==> src/sv/rrts_pkg.sv <==
package rrts_pkg;

  localparam int QUEUE_DEPTH_DEF = 16;

  localparam int TAG_W     = 16;
  localparam int RETRIES_W = 8;
  localparam int TIMEOUT_W = 16;
  localparam int ATTEMPT_W = RETRIES_W + 1;
  localparam int ENTRY_W   = TAG_W + RETRIES_W + TIMEOUT_W + 1;

  typedef enum logic [1:0] {
    CMD_ENQ    = 2'd0,
    CMD_REPLY  = 2'd1,
    CMD_TICK   = 2'd2,
    CMD_CANCEL = 2'd3
  } cmd_t;

  typedef enum logic [2:0] {
    EVT_SEND    = 3'd0,
    EVT_DONE    = 3'd1,
    EVT_GAVEUP  = 3'd2,
    EVT_CANCEL  = 3'd3,
    EVT_NOTAKEN = 3'd4,
    EVT_FULL    = 3'd5
  } evt_t;

  // where the tag and polling flag of an outgoing word come from
  typedef enum logic [1:0] {
    TS_ZERO,
    TS_IN,
    TS_INFL,
    TS_RAM
  } tag_sel_t;

  // where busy_res and current_polling of an outgoing word come from
  typedef enum logic [1:0] {
    ST_CUR,
    ST_NONE,
    ST_RAMPOL
  } st_sel_t;

  typedef struct packed {
    logic [TAG_W-1:0]     tag;
    logic [RETRIES_W-1:0] retries;
    logic [TIMEOUT_W-1:0] timeout;
    logic                 polling;
  } entry_t;

  typedef struct packed {
    logic     latch_in;
    logic     q_write;
    logic     rd_en;
    logic     rd_next;
    logic     pop;
    logic     load;
    logic     tick_dec;
    logic     retry;
    logic     drop;
    logic     clr_attempts;
    logic     emit;
    evt_t     evt;
    tag_sel_t tag_sel;
    st_sel_t  st_sel;
    logic     last;
  } ctl_cmd_t;

  typedef struct packed {
    cmd_t cmd;
    logic reply_ok;
    logic inflight;
    logic full;
    logic q_nonempty;
    logic q_one;
    logic expire;
    logic attempts_nz;
  } dp_status_t;

endpackage

==> src/sv/rrts_ram.sv <==
module rrts_ram #(
  parameter int WIDTH = 8,
  parameter int DEPTH = 16
) (
  input  logic                     clk,
  input  logic                     we,
  input  logic [$clog2(DEPTH)-1:0] waddr,
  input  logic [WIDTH-1:0]         wdata,
  input  logic                     re,
  input  logic [$clog2(DEPTH)-1:0] raddr,
  output logic [WIDTH-1:0]         rdata
);

  logic [WIDTH-1:0] mem_r [DEPTH];
  logic [WIDTH-1:0] rdata_r;

  always_ff @(posedge clk) begin
    if (we) begin
      mem_r[waddr] <= wdata;
    end
    if (re) begin
      rdata_r <= mem_r[raddr];
    end
  end

  assign rdata = rdata_r;

endmodule

==> src/sv/rrts_dp.sv <==
module rrts_dp #(
  parameter int QUEUE_DEPTH = rrts_pkg::QUEUE_DEPTH_DEF
) (
  input  logic                              clk,
  input  logic                              rst_n,
  input  rrts_pkg::ctl_cmd_t                cmd_i,
  output rrts_pkg::dp_status_t              st_o,
  input  logic [1:0]                        in_cmd,
  input  logic [rrts_pkg::TAG_W-1:0]        in_req_tag,
  input  logic [rrts_pkg::RETRIES_W-1:0]    in_req_retries,
  input  logic [rrts_pkg::TIMEOUT_W-1:0]    in_req_timeout,
  input  logic                              in_req_polling,
  input  logic                              in_reply_matches,
  output logic                              out_valid,
  output logic [2:0]                        out_evt,
  output logic [rrts_pkg::TAG_W-1:0]        out_evt_tag,
  output logic                              out_evt_polling,
  output logic                              out_last,
  output logic                              out_busy_res,
  output logic                              out_current_polling
);

  localparam int PW = $clog2(QUEUE_DEPTH);
  localparam int CW = $clog2(QUEUE_DEPTH + 1);
  localparam int SW = PW + 1;

  // latched input word
  rrts_pkg::cmd_t               cmd_r;
  rrts_pkg::entry_t             req_r;
  logic                         matches_r;

  // queue pointers
  logic [PW-1:0]                head_r, head_nxt, head_inc, tail, raddr;
  logic [CW-1:0]                count_r, count_nxt;
  logic [SW-1:0]                tail_sum;

  // in-flight request
  logic                         infl_valid_r, infl_valid_nxt;
  logic [rrts_pkg::TAG_W-1:0]   infl_tag_r, infl_tag_nxt;
  logic                         infl_pol_r, infl_pol_nxt;
  logic [rrts_pkg::TIMEOUT_W-1:0] infl_timeout_r, infl_timeout_nxt;
  logic [rrts_pkg::ATTEMPT_W-1:0] attempts_r, attempts_nxt;
  logic [rrts_pkg::TIMEOUT_W-1:0] ticks_r, ticks_nxt;

  rrts_pkg::entry_t             rd_entry;
  logic [rrts_pkg::ENTRY_W-1:0] rd_data;

  // result word
  logic                         out_valid_r;
  logic [2:0]                   out_evt_r;
  logic [rrts_pkg::TAG_W-1:0]   out_tag_r, out_tag_nxt;
  logic                         out_pol_r, out_pol_nxt;
  logic                         out_last_r;
  logic                         out_busy_r, out_busy_nxt;
  logic                         out_cp_r, out_cp_nxt;

  assign head_inc = (head_r == PW'(QUEUE_DEPTH - 1)) ? '0 : head_r + PW'(1);
  assign tail_sum = SW'(head_r) + SW'(count_r);
  assign tail     = (tail_sum >= SW'(QUEUE_DEPTH)) ? PW'(tail_sum - SW'(QUEUE_DEPTH))
                                                    : PW'(tail_sum);
  assign raddr    = cmd_i.rd_next ? head_inc : head_r;

  rrts_ram #(
    .WIDTH (rrts_pkg::ENTRY_W),
    .DEPTH (QUEUE_DEPTH)
  ) u_ram (
    .clk   (clk),
    .we    (cmd_i.q_write),
    .waddr (tail),
    .wdata (req_r),
    .re    (cmd_i.rd_en),
    .raddr (raddr),
    .rdata (rd_data)
  );

  assign rd_entry = rrts_pkg::entry_t'(rd_data);

  always_comb begin
    head_nxt         = head_r;
    count_nxt        = count_r;
    infl_valid_nxt   = infl_valid_r;
    infl_tag_nxt     = infl_tag_r;
    infl_pol_nxt     = infl_pol_r;
    infl_timeout_nxt = infl_timeout_r;
    attempts_nxt     = attempts_r;
    ticks_nxt        = ticks_r;

    if (cmd_i.q_write) begin
      count_nxt = count_r + CW'(1);
    end
    if (cmd_i.pop) begin
      head_nxt  = head_inc;
      count_nxt = count_r - CW'(1);
    end

    if (cmd_i.load) begin
      // take the head and send its first attempt
      infl_valid_nxt   = 1'b1;
      infl_tag_nxt     = rd_entry.tag;
      infl_pol_nxt     = rd_entry.polling;
      infl_timeout_nxt = rd_entry.timeout;
      attempts_nxt     = rrts_pkg::ATTEMPT_W'(rd_entry.retries);
      ticks_nxt        = (rd_entry.timeout == '0) ? rrts_pkg::TIMEOUT_W'(1)
                                                  : rd_entry.timeout;
    end else if (cmd_i.retry) begin
      attempts_nxt = attempts_r - rrts_pkg::ATTEMPT_W'(1);
      ticks_nxt    = (infl_timeout_r == '0) ? rrts_pkg::TIMEOUT_W'(1) : infl_timeout_r;
    end else if (cmd_i.tick_dec) begin
      ticks_nxt = ticks_r - rrts_pkg::TIMEOUT_W'(1);
    end else if (cmd_i.drop) begin
      infl_valid_nxt = 1'b0;
      ticks_nxt      = '0;
      if (cmd_i.clr_attempts) begin
        attempts_nxt = '0;
      end
    end
  end

  always_comb begin
    case (cmd_i.tag_sel)
      rrts_pkg::TS_IN: begin
        out_tag_nxt = req_r.tag;
        out_pol_nxt = req_r.polling;
      end
      rrts_pkg::TS_INFL: begin
        out_tag_nxt = infl_tag_r;
        out_pol_nxt = infl_pol_r;
      end
      rrts_pkg::TS_RAM: begin
        out_tag_nxt = rd_entry.tag;
        out_pol_nxt = rd_entry.polling;
      end
      default: begin
        out_tag_nxt = '0;
        out_pol_nxt = 1'b0;
      end
    endcase

    case (cmd_i.st_sel)
      rrts_pkg::ST_NONE: begin
        out_busy_nxt = 1'b0;
        out_cp_nxt   = 1'b0;
      end
      rrts_pkg::ST_RAMPOL: begin
        out_busy_nxt = 1'b1;
        out_cp_nxt   = rd_entry.polling;
      end
      default: begin
        out_busy_nxt = infl_valid_r || (count_r != '0);
        out_cp_nxt   = infl_valid_r && infl_pol_r;
      end
    endcase
  end

  always_ff @(posedge clk) begin
    if (!rst_n) begin
      head_r         <= '0;
      count_r        <= '0;
      infl_valid_r   <= 1'b0;
      infl_tag_r     <= '0;
      infl_pol_r     <= 1'b0;
      infl_timeout_r <= '0;
      attempts_r     <= '0;
      ticks_r        <= '0;
      out_valid_r    <= 1'b0;
    end else begin
      head_r         <= head_nxt;
      count_r        <= count_nxt;
      infl_valid_r   <= infl_valid_nxt;
      infl_tag_r     <= infl_tag_nxt;
      infl_pol_r     <= infl_pol_nxt;
      infl_timeout_r <= infl_timeout_nxt;
      attempts_r     <= attempts_nxt;
      ticks_r        <= ticks_nxt;
      out_valid_r    <= cmd_i.emit;
    end
  end

  always_ff @(posedge clk) begin
    if (cmd_i.latch_in) begin
      cmd_r       <= rrts_pkg::cmd_t'(in_cmd);
      req_r       <= {in_req_tag, in_req_retries, in_req_timeout, in_req_polling};
      matches_r   <= in_reply_matches;
    end
    if (cmd_i.emit) begin
      out_evt_r   <= cmd_i.evt;
      out_tag_r   <= out_tag_nxt;
      out_pol_r   <= out_pol_nxt;
      out_last_r  <= cmd_i.last;
      out_busy_r  <= out_busy_nxt;
      out_cp_r    <= out_cp_nxt;
    end
  end

  assign st_o.cmd         = cmd_r;
  assign st_o.reply_ok    = matches_r;
  assign st_o.inflight    = infl_valid_r;
  assign st_o.full        = (count_r == CW'(QUEUE_DEPTH));
  assign st_o.q_nonempty  = (count_r != '0);
  assign st_o.q_one       = (count_r == CW'(1));
  assign st_o.expire      = (ticks_r <= rrts_pkg::TIMEOUT_W'(1));
  assign st_o.attempts_nz = (attempts_r != '0);

  assign out_valid           = out_valid_r;
  assign out_evt             = out_evt_r;
  assign out_evt_tag         = out_tag_r;
  assign out_evt_polling     = out_pol_r;
  assign out_last            = out_last_r;
  assign out_busy_res        = out_busy_r;
  assign out_current_polling = out_cp_r;

  a_count_bound: assert property (@(posedge clk) disable iff (!rst_n)
    count_r <= CW'(QUEUE_DEPTH))
    else $error("queue count above depth");

  a_no_write_full: assert property (@(posedge clk) disable iff (!rst_n)
    cmd_i.q_write |-> !st_o.full)
    else $error("write into full queue");

  a_inflight_ticks: assert property (@(posedge clk) disable iff (!rst_n)
    infl_valid_r |-> (ticks_r != '0))
    else $error("in-flight request without timer");

  a_cancel_idle: assert property (@(posedge clk) disable iff (!rst_n)
    (out_valid_r && (out_evt_r == rrts_pkg::EVT_CANCEL)) |-> (!out_busy_r && !out_cp_r))
    else $error("cancel word reports busy");

endmodule

==> src/sv/rrts_ctrl.sv <==
module rrts_ctrl (
  input  logic                 clk,
  input  logic                 rst_n,
  input  logic                 start,
  output logic                 busy,
  input  rrts_pkg::dp_status_t st_i,
  output rrts_pkg::ctl_cmd_t   cmd_o
);

  typedef enum logic [2:0] {
    S_IDLE,
    S_EXEC,
    S_RD,
    S_LOAD,
    S_SEND,
    S_CQ
  } state_t;

  state_t          state_r, state_nxt;
  logic            fin_pend_r, fin_pend_nxt;
  rrts_pkg::evt_t  fin_evt_r, fin_evt_nxt;
  logic            finish;
  rrts_pkg::evt_t  finish_evt;
  rrts_pkg::ctl_cmd_t c;

  always_comb begin
    state_nxt    = state_r;
    fin_pend_nxt = fin_pend_r;
    fin_evt_nxt  = fin_evt_r;
    finish       = 1'b0;
    finish_evt   = rrts_pkg::EVT_DONE;
    c            = '0;
    c.evt        = rrts_pkg::EVT_SEND;
    c.tag_sel    = rrts_pkg::TS_ZERO;
    c.st_sel     = rrts_pkg::ST_CUR;

    unique case (state_r)
      S_IDLE: begin
        if (start) begin
          c.latch_in = 1'b1;
          state_nxt  = S_EXEC;
        end
      end
      S_EXEC: begin
        state_nxt = S_IDLE;
        unique case (st_i.cmd)
          rrts_pkg::CMD_ENQ: begin
            if (st_i.full) begin
              c.emit    = 1'b1;
              c.evt     = rrts_pkg::EVT_FULL;
              c.tag_sel = rrts_pkg::TS_IN;
              c.last    = 1'b1;
            end else begin
              c.q_write = 1'b1;
              if (!st_i.inflight) begin
                fin_pend_nxt = 1'b0;
                state_nxt    = S_RD;
              end
            end
          end
          rrts_pkg::CMD_REPLY: begin
            if (!st_i.inflight) begin
              c.emit = 1'b1;
              c.evt  = rrts_pkg::EVT_NOTAKEN;
              c.last = 1'b1;
            end else if (!st_i.reply_ok) begin
              c.emit    = 1'b1;
              c.evt     = rrts_pkg::EVT_NOTAKEN;
              c.tag_sel = rrts_pkg::TS_INFL;
              c.last    = 1'b1;
            end else begin
              finish = 1'b1;
            end
          end
          rrts_pkg::CMD_TICK: begin
            if (st_i.inflight) begin
              if (!st_i.expire) begin
                c.tick_dec = 1'b1;
              end else if (st_i.attempts_nz) begin
                c.retry   = 1'b1;
                c.emit    = 1'b1;
                c.tag_sel = rrts_pkg::TS_INFL;
                c.last    = 1'b1;
              end else begin
                finish     = 1'b1;
                finish_evt = rrts_pkg::EVT_GAVEUP;
              end
            end
          end
          rrts_pkg::CMD_CANCEL: begin
            if (st_i.inflight) begin
              c.emit         = 1'b1;
              c.evt          = rrts_pkg::EVT_CANCEL;
              c.tag_sel      = rrts_pkg::TS_INFL;
              c.st_sel       = rrts_pkg::ST_NONE;
              c.last         = !st_i.q_nonempty;
              c.drop         = 1'b1;
              c.clr_attempts = 1'b1;
            end
            if (st_i.q_nonempty) begin
              c.rd_en   = 1'b1;
              state_nxt = S_CQ;
            end
          end
          default: state_nxt = S_IDLE;
        endcase

        // complete the in-flight request; hold the word until the next
        // head is read when one is queued, since its polling flag is needed
        if (finish) begin
          c.drop = 1'b1;
          if (st_i.q_nonempty) begin
            fin_pend_nxt = 1'b1;
            fin_evt_nxt  = finish_evt;
            state_nxt    = S_RD;
          end else begin
            c.emit    = 1'b1;
            c.evt     = finish_evt;
            c.tag_sel = rrts_pkg::TS_INFL;
            c.st_sel  = rrts_pkg::ST_NONE;
            c.last    = 1'b1;
          end
        end
      end
      S_RD: begin
        c.rd_en   = 1'b1;
        state_nxt = S_LOAD;
      end
      S_LOAD: begin
        if (fin_pend_r) begin
          c.emit    = 1'b1;
          c.evt     = fin_evt_r;
          c.tag_sel = rrts_pkg::TS_INFL;
          c.st_sel  = rrts_pkg::ST_RAMPOL;
        end
        c.load    = 1'b1;
        c.pop     = 1'b1;
        state_nxt = S_SEND;
      end
      S_SEND: begin
        c.emit    = 1'b1;
        c.tag_sel = rrts_pkg::TS_INFL;
        c.last    = 1'b1;
        state_nxt = S_IDLE;
      end
      S_CQ: begin
        // drain one queued entry per cycle, reading the next ahead
        c.emit    = 1'b1;
        c.evt     = rrts_pkg::EVT_CANCEL;
        c.tag_sel = rrts_pkg::TS_RAM;
        c.st_sel  = rrts_pkg::ST_NONE;
        c.last    = st_i.q_one;
        c.pop     = 1'b1;
        if (st_i.q_one) begin
          state_nxt = S_IDLE;
        end else begin
          c.rd_en   = 1'b1;
          c.rd_next = 1'b1;
        end
      end
      default: state_nxt = S_IDLE;
    endcase
  end

  always_ff @(posedge clk) begin
    if (!rst_n) begin
      state_r    <= S_IDLE;
      fin_pend_r <= 1'b0;
      fin_evt_r  <= rrts_pkg::EVT_DONE;
    end else begin
      state_r    <= state_nxt;
      fin_pend_r <= fin_pend_nxt;
      fin_evt_r  <= fin_evt_nxt;
    end
  end

  assign busy  = (state_r != S_IDLE);
  assign cmd_o = c;

  a_drain_nonempty: assert property (@(posedge clk) disable iff (!rst_n)
    (state_r == S_CQ) |-> st_i.q_nonempty)
    else $error("drain with empty queue");

  a_send_loaded: assert property (@(posedge clk) disable iff (!rst_n)
    (state_r == S_SEND) |-> st_i.inflight)
    else $error("send without in-flight request");

  a_accept_exec: assert property (@(posedge clk) disable iff (!rst_n)
    (state_r == S_IDLE && start) |=> (state_r == S_EXEC))
    else $error("accepted word not executed");

endmodule

==> src/sv/request_retry_timeout_sequencer_core.sv <==
// Stop-and-wait request sequencer with retry and timeout.
// Input channel: a word is taken on a clock edge with start high and busy
// low. in_cmd selects enqueue, inbound reply (in_reply_matches), tick or
// cancel-all; the in_req_* ports carry the request for an enqueue.
// Result channel: out_valid marks each result word for exactly one cycle;
// out_last flags the final word caused by one input word. Some commands
// cause no word at all. The receiver cannot stall the block.
// Timing: an accepted word runs in S_EXEC; result words are registered.
// busy stays high in S_EXEC only, or in S_EXEC, S_RD, S_LOAD and S_SEND when
// the next queued request is started (one RAM read, load, send). Cancel
// drains the queue at one word per cycle via the registered RAM read port,
// with busy high in S_CQ until it is empty. At most one result word per cycle.
// Reset: queue empty, nothing in flight, out_valid low. The request RAM
// is not cleared; only entries already written are ever read.
module request_retry_timeout_sequencer_core #(
  parameter int QUEUE_DEPTH = rrts_pkg::QUEUE_DEPTH_DEF
) (
  input  logic                           clk,
  input  logic                           rst_n,
  input  logic                           start,
  output logic                           busy,
  input  logic [1:0]                     in_cmd,
  input  logic [rrts_pkg::TAG_W-1:0]     in_req_tag,
  input  logic [rrts_pkg::RETRIES_W-1:0] in_req_retries,
  input  logic [rrts_pkg::TIMEOUT_W-1:0] in_req_timeout,
  input  logic                           in_req_polling,
  input  logic                           in_reply_matches,
  output logic                           out_valid,
  output logic [2:0]                     out_evt,
  output logic [rrts_pkg::TAG_W-1:0]     out_evt_tag,
  output logic                           out_evt_polling,
  output logic                           out_last,
  output logic                           out_busy_res,
  output logic                           out_current_polling
);

  rrts_pkg::ctl_cmd_t   ctl_cmd;
  rrts_pkg::dp_status_t dp_status;

  rrts_ctrl u_ctrl (
    .clk   (clk),
    .rst_n (rst_n),
    .start (start),
    .busy  (busy),
    .st_i  (dp_status),
    .cmd_o (ctl_cmd)
  );

  rrts_dp #(
    .QUEUE_DEPTH (QUEUE_DEPTH)
  ) u_dp (
    .clk                 (clk),
    .rst_n               (rst_n),
    .cmd_i               (ctl_cmd),
    .st_o                (dp_status),
    .in_cmd              (in_cmd),
    .in_req_tag          (in_req_tag),
    .in_req_retries      (in_req_retries),
    .in_req_timeout      (in_req_timeout),
    .in_req_polling      (in_req_polling),
    .in_reply_matches    (in_reply_matches),
    .out_valid           (out_valid),
    .out_evt             (out_evt),
    .out_evt_tag         (out_evt_tag),
    .out_evt_polling     (out_evt_polling),
    .out_last            (out_last),
    .out_busy_res        (out_busy_res),
    .out_current_polling (out_current_polling)
  );

endmodule

==> config.mk <==
export PLATFORM = sky130hd
export DESIGN_NAME = request_retry_timeout_sequencer_core
export DESIGN_NICKNAME = d
export VERILOG_FILES = /design/src/sv/rrts_pkg.sv /design/src/sv/rrts_ram.sv /design/src/sv/rrts_dp.sv /design/src/sv/rrts_ctrl.sv /design/src/sv/request_retry_timeout_sequencer_core.sv
export SDC_FILE = /design/constraint.sdc
export NUM_CORES = 1
export LEC_CHECK = 0
export BUFFER_PORTS_ARGS = -buffer_cell sky130_fd_sc_hd__buf_4
export CAP_MARGIN = 20
export CORE_ASPECT_RATIO = 0.5
export CORE_UTILIZATION = 55
export CTS_CLUSTER_DIAMETER = 200
export DETAILED_ROUTE_END_ITERATION = 7
export GPL_ROUTABILITY_DRIVEN = 0
export PLACE_DENSITY = 0.83
export SYNTH_ARGS = -nofsm -noshare
export SYNTH_HDL_FRONTEND = slang
export SYNTH_SLANG_ARGS = --single-unit
==> constraint.sdc <==
create_clock -name clk -period 5.35 [get_ports clk]
set_input_delay 1.07 -clock clk [delete_from_list [all_inputs] [get_ports clk]]
set_output_delay 1.07 -clock clk [all_outputs]
set_load 0.02 [all_outputs]
# After elaboration in Yosys (flattened, before gate mapping)
# Memories as Yosys holds them, arrays and structs flattened. A register that Yosys moved wholly into a read port is not among the register bits.
# Index checks and enable logic that the tools add are counted.
[classes]
n_addsub = 7
order_cmp = 2
eq_ne = 22
n_mux = 99
bitwise = 1
n_reduce_logical = 25
[ops]
columns = ["operator", "count"]
rows = [
  ["2-to-1 mux 16 bit", 6],
  ["2-to-1 mux 9 bit", 6],
  ["case mux 16 bit (3 select lines)", 1],
  ["2-to-1 mux 1 bit", 35],
  ["logical NOT 16 bit", 2],
  ["2-to-1 mux 6 bit", 5],
  ["2-to-1 mux 3 bit", 9],
  ["2-to-1 mux 2 bit", 11],
  ["2-to-1 mux 4 bit", 5],
  ["case mux 3 bit (3 select lines)", 2],
  ["<= comparator 16 x 1 -> 1 bit, second input constant", 1],
  ["2-to-1 mux 8 bit", 2],
  ["case mux 2 bit (4 select lines)", 2],
  ["subtractor 16 x 1 -> 16 bit, second input constant", 1],
  ["case mux 3 bit (5 select lines)", 1],
  ["case mux 1 bit (3 select lines)", 4],
  ["AND reduction 3 bit", 4],
  ["2-to-1 mux 11 bit", 1],
  ["== test 2 bit, second input constant", 5],
  ["2-to-1 mux 5 bit", 2],
  ["nonzero test 3 bit", 3],
  ["nonzero test 9 bit", 1],
  ["subtractor 9 x 1 -> 9 bit, second input constant", 1],
  ["case mux 1 bit (4 select lines)", 2],
  ["other kinds (30)", 44],
]
[totals]
ff_bits = 143
ram_bits = 656
in_bits = 47
output_inout_bits = 25
wordCells = 182
memories = 1
[memory_table]
columns = ["memory", "depth", "word_bits", "rd", "rd_clocked_by_memory_dff", "wr", "line_no", "source"]
rows = [
  ["u_dp.u_ram.mem_r", 16, 41, 1, 1, 1, "rrts_ram.sv:14", "logic [WIDTH-1:0] mem_r [DEPTH];"],
]

# Logic depth before layout (Yosys ltp)
[logic_depth]
depth_word = 13
ltp_mapped = 12
depth_no_buf = 11

# Cells and area by module
# Synthesis repeated with hierarchy kept, for this count alone.
[hier_totals]
hier_cells = 1700
area_unflattened_um2 = 32666.3
[modules_own_cells]
columns = ["module", "instances", "cells_per_inst", "area_per_inst_um2", "seq_area_each_um2"]
rows = [
  ["rrts_ram", 1, 1066, 25779.7, 20930.1],
  ["rrts_dp", 1, 529, 6135.9, 3393.3],
  ["rrts_ctrl", 1, 105, 750.7, 120.1],
]

# Worst setup path before layout
# OpenSTA, ideal clock, no wires.
[synth_timing]
kind = "register to register"
from = "register u_dp.count_r[1]"
to = "register u_dp.u_ram.rdata_r[0], in the netlist u_dp.u_ram.rdata[0] (read register of u_dp.u_ram.mem_r) (enable)"
t_arrival_ps = 4119
required_ps = 4854
path_slack_ps = 735
stages_incl_launch_ff = 7
period_less_slack_ps = 4615
cell_sequence = "dfxtp_1 > inv_1 > ha_1 > nor4b_1 > nor3b_1 > mux2i_1 > o21ai_0"
[synth_rtl]
columns = ["item", "line_no", "source"]
rows = [
  ["start, declared", "rrts_dp.sv:34", "logic [CW-1:0] count_r, count_nxt;"],
  ["start signal, assigned", "rrts_dp.sv:168", "count_r <= count_nxt;"],
  ["end, declared", "rrts_ram.sv:15", "logic [WIDTH-1:0] rdata_r;"],
]

# Final worst setup path
[layout_timing]
from = "register u_dp.count_r[1]"
to = "register u_dp.u_ram.rdata_r[21], in the netlist u_dp.u_ram.rdata[21] (read register of u_dp.u_ram.mem_r), data pin"
[layout_between]
elab_chain_len = 4
elab_cells_between_ends = 8
[layout_lines]
columns = ["item", "line_no"]
rows = [
  ["nonzero test 5 bit or == test 5 x 1 -> 1 bit (tied branches)", "rrts_dp.sv:199, rrts_dp.sv:200"],
  ["2-to-1 mux 1 bit or 2-to-1 mux 2 bit (tied branches)", "rrts_ctrl.sv:100, rrts_ctrl.sv:154"],
  ["2-to-1 mux 1 bit (on tied branches)", "rrts_ctrl.sv:46, rrts_ctrl.sv:37"],
  ["case mux 1 bit (3 select lines) or 2-to-1 mux 4 bit (tied branches)", "rrts_ctrl.sv:37, rrts_dp.sv:61"],
]
# Several ways; a longest one is shown, not always the timed one.
# A chain may end at the register's enable or synchronous reset.

==> metrics.md <==
| Metric | Value |
|---|---|
| Post-route ant nets | 0 |
| Sum Neg Setup Slack | 0 ps |
| Ant diodes | 0 |
| TritonCTS clock tree | built |
| Count leader, synth | edfxtp_1 |
| First-pass GRT wire length | 122 mm |
| Synthesized area | about 33,000 um^2 |
| Internal | 10.1 mW |
| NumNets Final | about 2,200 |
| Initial antenna violation count | 0 |
| Worst vdd rail ir drop | 0.263 mV |
| Die Y | 176 um |
| TritonRoute pass-1 iters | 6 |
| CTS resizes | 0 |
| Hold Buf Count CTS | 0 |
| Starting DRT DRC Count | approximately 3,400 |
| Leakage | 12.0 nW |
| Post-synth top cells | edfxtp_1, nand2_1, clkbuf_1 |
| Syn Nets | between 2,000 and 2,500 |
| Clk network pwr share | 0.400 |
| Layout cells sized above 1 | 0.179 |
| Pins Over Slew Limit | 0 |
| Die area | between 60,000 and 70,000 um^2 |
| Post-synthesis sequential area ratio | 0.736 |
| Yosys reg bits | 839 |
| Psw | roughly 2.6 mW |
| Rows | 63 |
| WP data required | 5790 ps |
| Skew final | 23.8 ps |
| Via count | approximately 20,000 |
| Vias in the first global route | between 20,000 and 25,000 |
| Crit Path Category | flop to flop |
| Seq pwr share | 0.580 |
| Max-slew headroom | 0.244 |
| Setup violators final | 0 |
| Port buffer count | just over 70 |
| Clock latency on the worst-skew pair | 610 ps |
| Mapped Cells | around 2,100 |
| Clock transition at path regs | 60 ps |
| Tcrit/Tclk final | 0.753 |
| Fraction of registers with async set/reset | 0 |
| Area share of the largest cell type after synthesis | 0.691 |
| Synth area leader | edfxtp_1 |
| Critical path endpoint category | flop |
| Synthesis Warnings | 0 |
| Fmax | 248 MHz |
| Total GRT Usage | 0.266 |
| Core Area | 59,400 um^2 |
| CTS Buffer Depth | 3 |
| Dpl ws | approximately 1300 ps |
| Ports | between 70 and 80 |
| Syn Area/Cell | 15.8 um^2 |
| Max Cap Violations | 0 |
| Post-synth EDFFs | 764 |
| Drt drc | 0 |
| Worst Hold Class | flop to flop |
| CTS H-tree lvls | 3 |
| Postcts setup bufs | 0 |
| Post-Route WL | 81.6 mm |
| HPWL Detailed | roughly 47 mm |
| Total gr overflow | 0 |
| CP startpoint kind | flop |
| Starting density of the core | 0.559 |
| Crit path arrival time | 4470 ps |
| Clock root cell | clkbuf_16 |
| Worst-margin pin slew | 1130 ps |
| Worst-path fanout max | 83 |
| Status | complete, no violations |
| Logic gate share of total power | 0.020 |
| Pin count of the biggest net entering global routing | 84 |
| TritonCTS buffer count | 72 |
| Area growth syn-to-layout | 12.0% |
| Vias per inst | 6.70 |
| Largest cells by area after synthesis | edfxtp_1, mux4_2, dfxtp_1 |
| Final hold vios | 0 |
| WL/cell | 26.9 um |
| Top_reg_cell synth | edfxtp_1 |
| Die W | 350 um |
| CTS sink cnt | 839 |
| PwrDens | between 300 and 400 nW/um^2 |
| Post-layout min period | 4030 ps |
| Sw Ratio | 0.204 |
| Yosys cell types | 78 |
| PnR worst setup slack | 1320 ps |
| RSZ-0062 raised after global routing | false |
[layout by cell type (no fill, tap or decap), drive strengths merged, types with 41 or more instances in the layout]
master	count
edfxtp	764
nand2	281
buf	133
clkbuf	85
and3	84
a211oi	84
mux4	82
a21oi	78
dfxtp	75
nor2	68
a22oi	46
o211ai	43
a31o	41
a311o	41
[final cells by class]
cell class	count	area, um^2
Timing Repair Buffer	133	1100
Inverter	16	60.1
Tap cell	812	1020
Fill cell	3921	22200
Clock inverter	43	340
Clock buffer	85	1870
Sequential cell	839	24400
Multi-Input combinational cell	1104	8370
[stage by stage]
| step | std cells | instance area, um^2 | power, mW | util | hold WS [ps] |
|---|---|---|---|---|---|
| floorplan | 2096 | 33200 | 7.58 | - | 437 |
| global placement | 2902 | 34900 | 7.72 | 0.588 | 443 |
| detailed placement | 2902 | 34900 | 7.73 | 0.588 | 451 |
| CTS | 3030 | 37200 | 12.7 | 0.625 | 460 |
| global route | 3032 | 37200 | 13.0 | 0.626 | 479 |
| finish | 3032 | 37200 | 12.7 | 0.626 | 462 |
[critical path, cell delays in order (launching register included)]
cell	delay (ps)
dfxtp_1	390
inv_1	130
ha_1	160
or4b_1	540
nand3_2	160
buf_4	660
and2_2	810
buf_4	410
nand2_1	110
a311o_1	330
o211ai_1	110
[power by group through the flow]
stage	Sequential [mW]	Combinational (mW)	Clock, mW
2_1_floorplan	7.45	0.135	0
3_3_place_gp	7.48	0.237	0
3_5_place_dp	7.49	0.243	0
4_1_cts	7.35	0.247	5.10
5_1_grt	7.35	0.265	5.35
6_report	7.35	0.248	5.07
[layer usage]
layer / global-route usage / vias up / part of all wire
met2: 0.397 / 1526 / 0.45
met4: 0.106 / 0 / 0.035
met5: 0 / - / 0
met1: 0.375 / 10100 / 0.39
met3: 0.0718 / 218 / 0.13
li1: - / 8481 / -
[state kept, by name, summed over array words and instances (netlist names), 4 cells and up]
name                 flops
u_dp.u_ram.mem_r       656
u_dp.count_r             5
u_dp.out_evt_tag        16
u_dp.infl_timeout_r     16
u_dp.head_r              4
u_dp.infl_tag_r         16
u_dp.attempts_r          9
u_dp.ticks_r            16
u_dp.u_ram.rdata        41
u_dp.req_r              41
[cells by family after synthesis]
group                    after synthesis  share of synthesized area
flip-flops                           839                      0.736
AND/OR/NAND/NOR                      526                     0.0745
AO/OA/AOI/OAI                        456                      0.102
buffers and inverters                153                     0.0184
multiplexers                          86                     0.0568
adder cells (fa/ha/maj)               19                    0.00738
XOR/XNOR                              17                    0.00448
[path summary, 6_finish.rpt]
check	from	to	slack [ps]	cells past startpoint
max	u_dp.count_r[1]$_SDFFE_PN0P_	u_dp.u_ram.rdata[21]$_DFFE_PP_	1320	10
min	u_dp.infl_tag_r[12]$_SDFFE_PN0P_	u_dp.infl_tag_r[12]$_SDFFE_PN0P_	460	2
max reg2reg	u_dp.count_r[1]$_SDFFE_PN0P_	u_dp.u_ram.rdata[21]$_DFFE_PP_	1320	10
min reg2reg	u_dp.infl_tag_r[12]$_SDFFE_PN0P_	u_dp.infl_tag_r[12]$_SDFFE_PN0P_	460	2
Note: power is estimated with default switching activity, not from simulation.
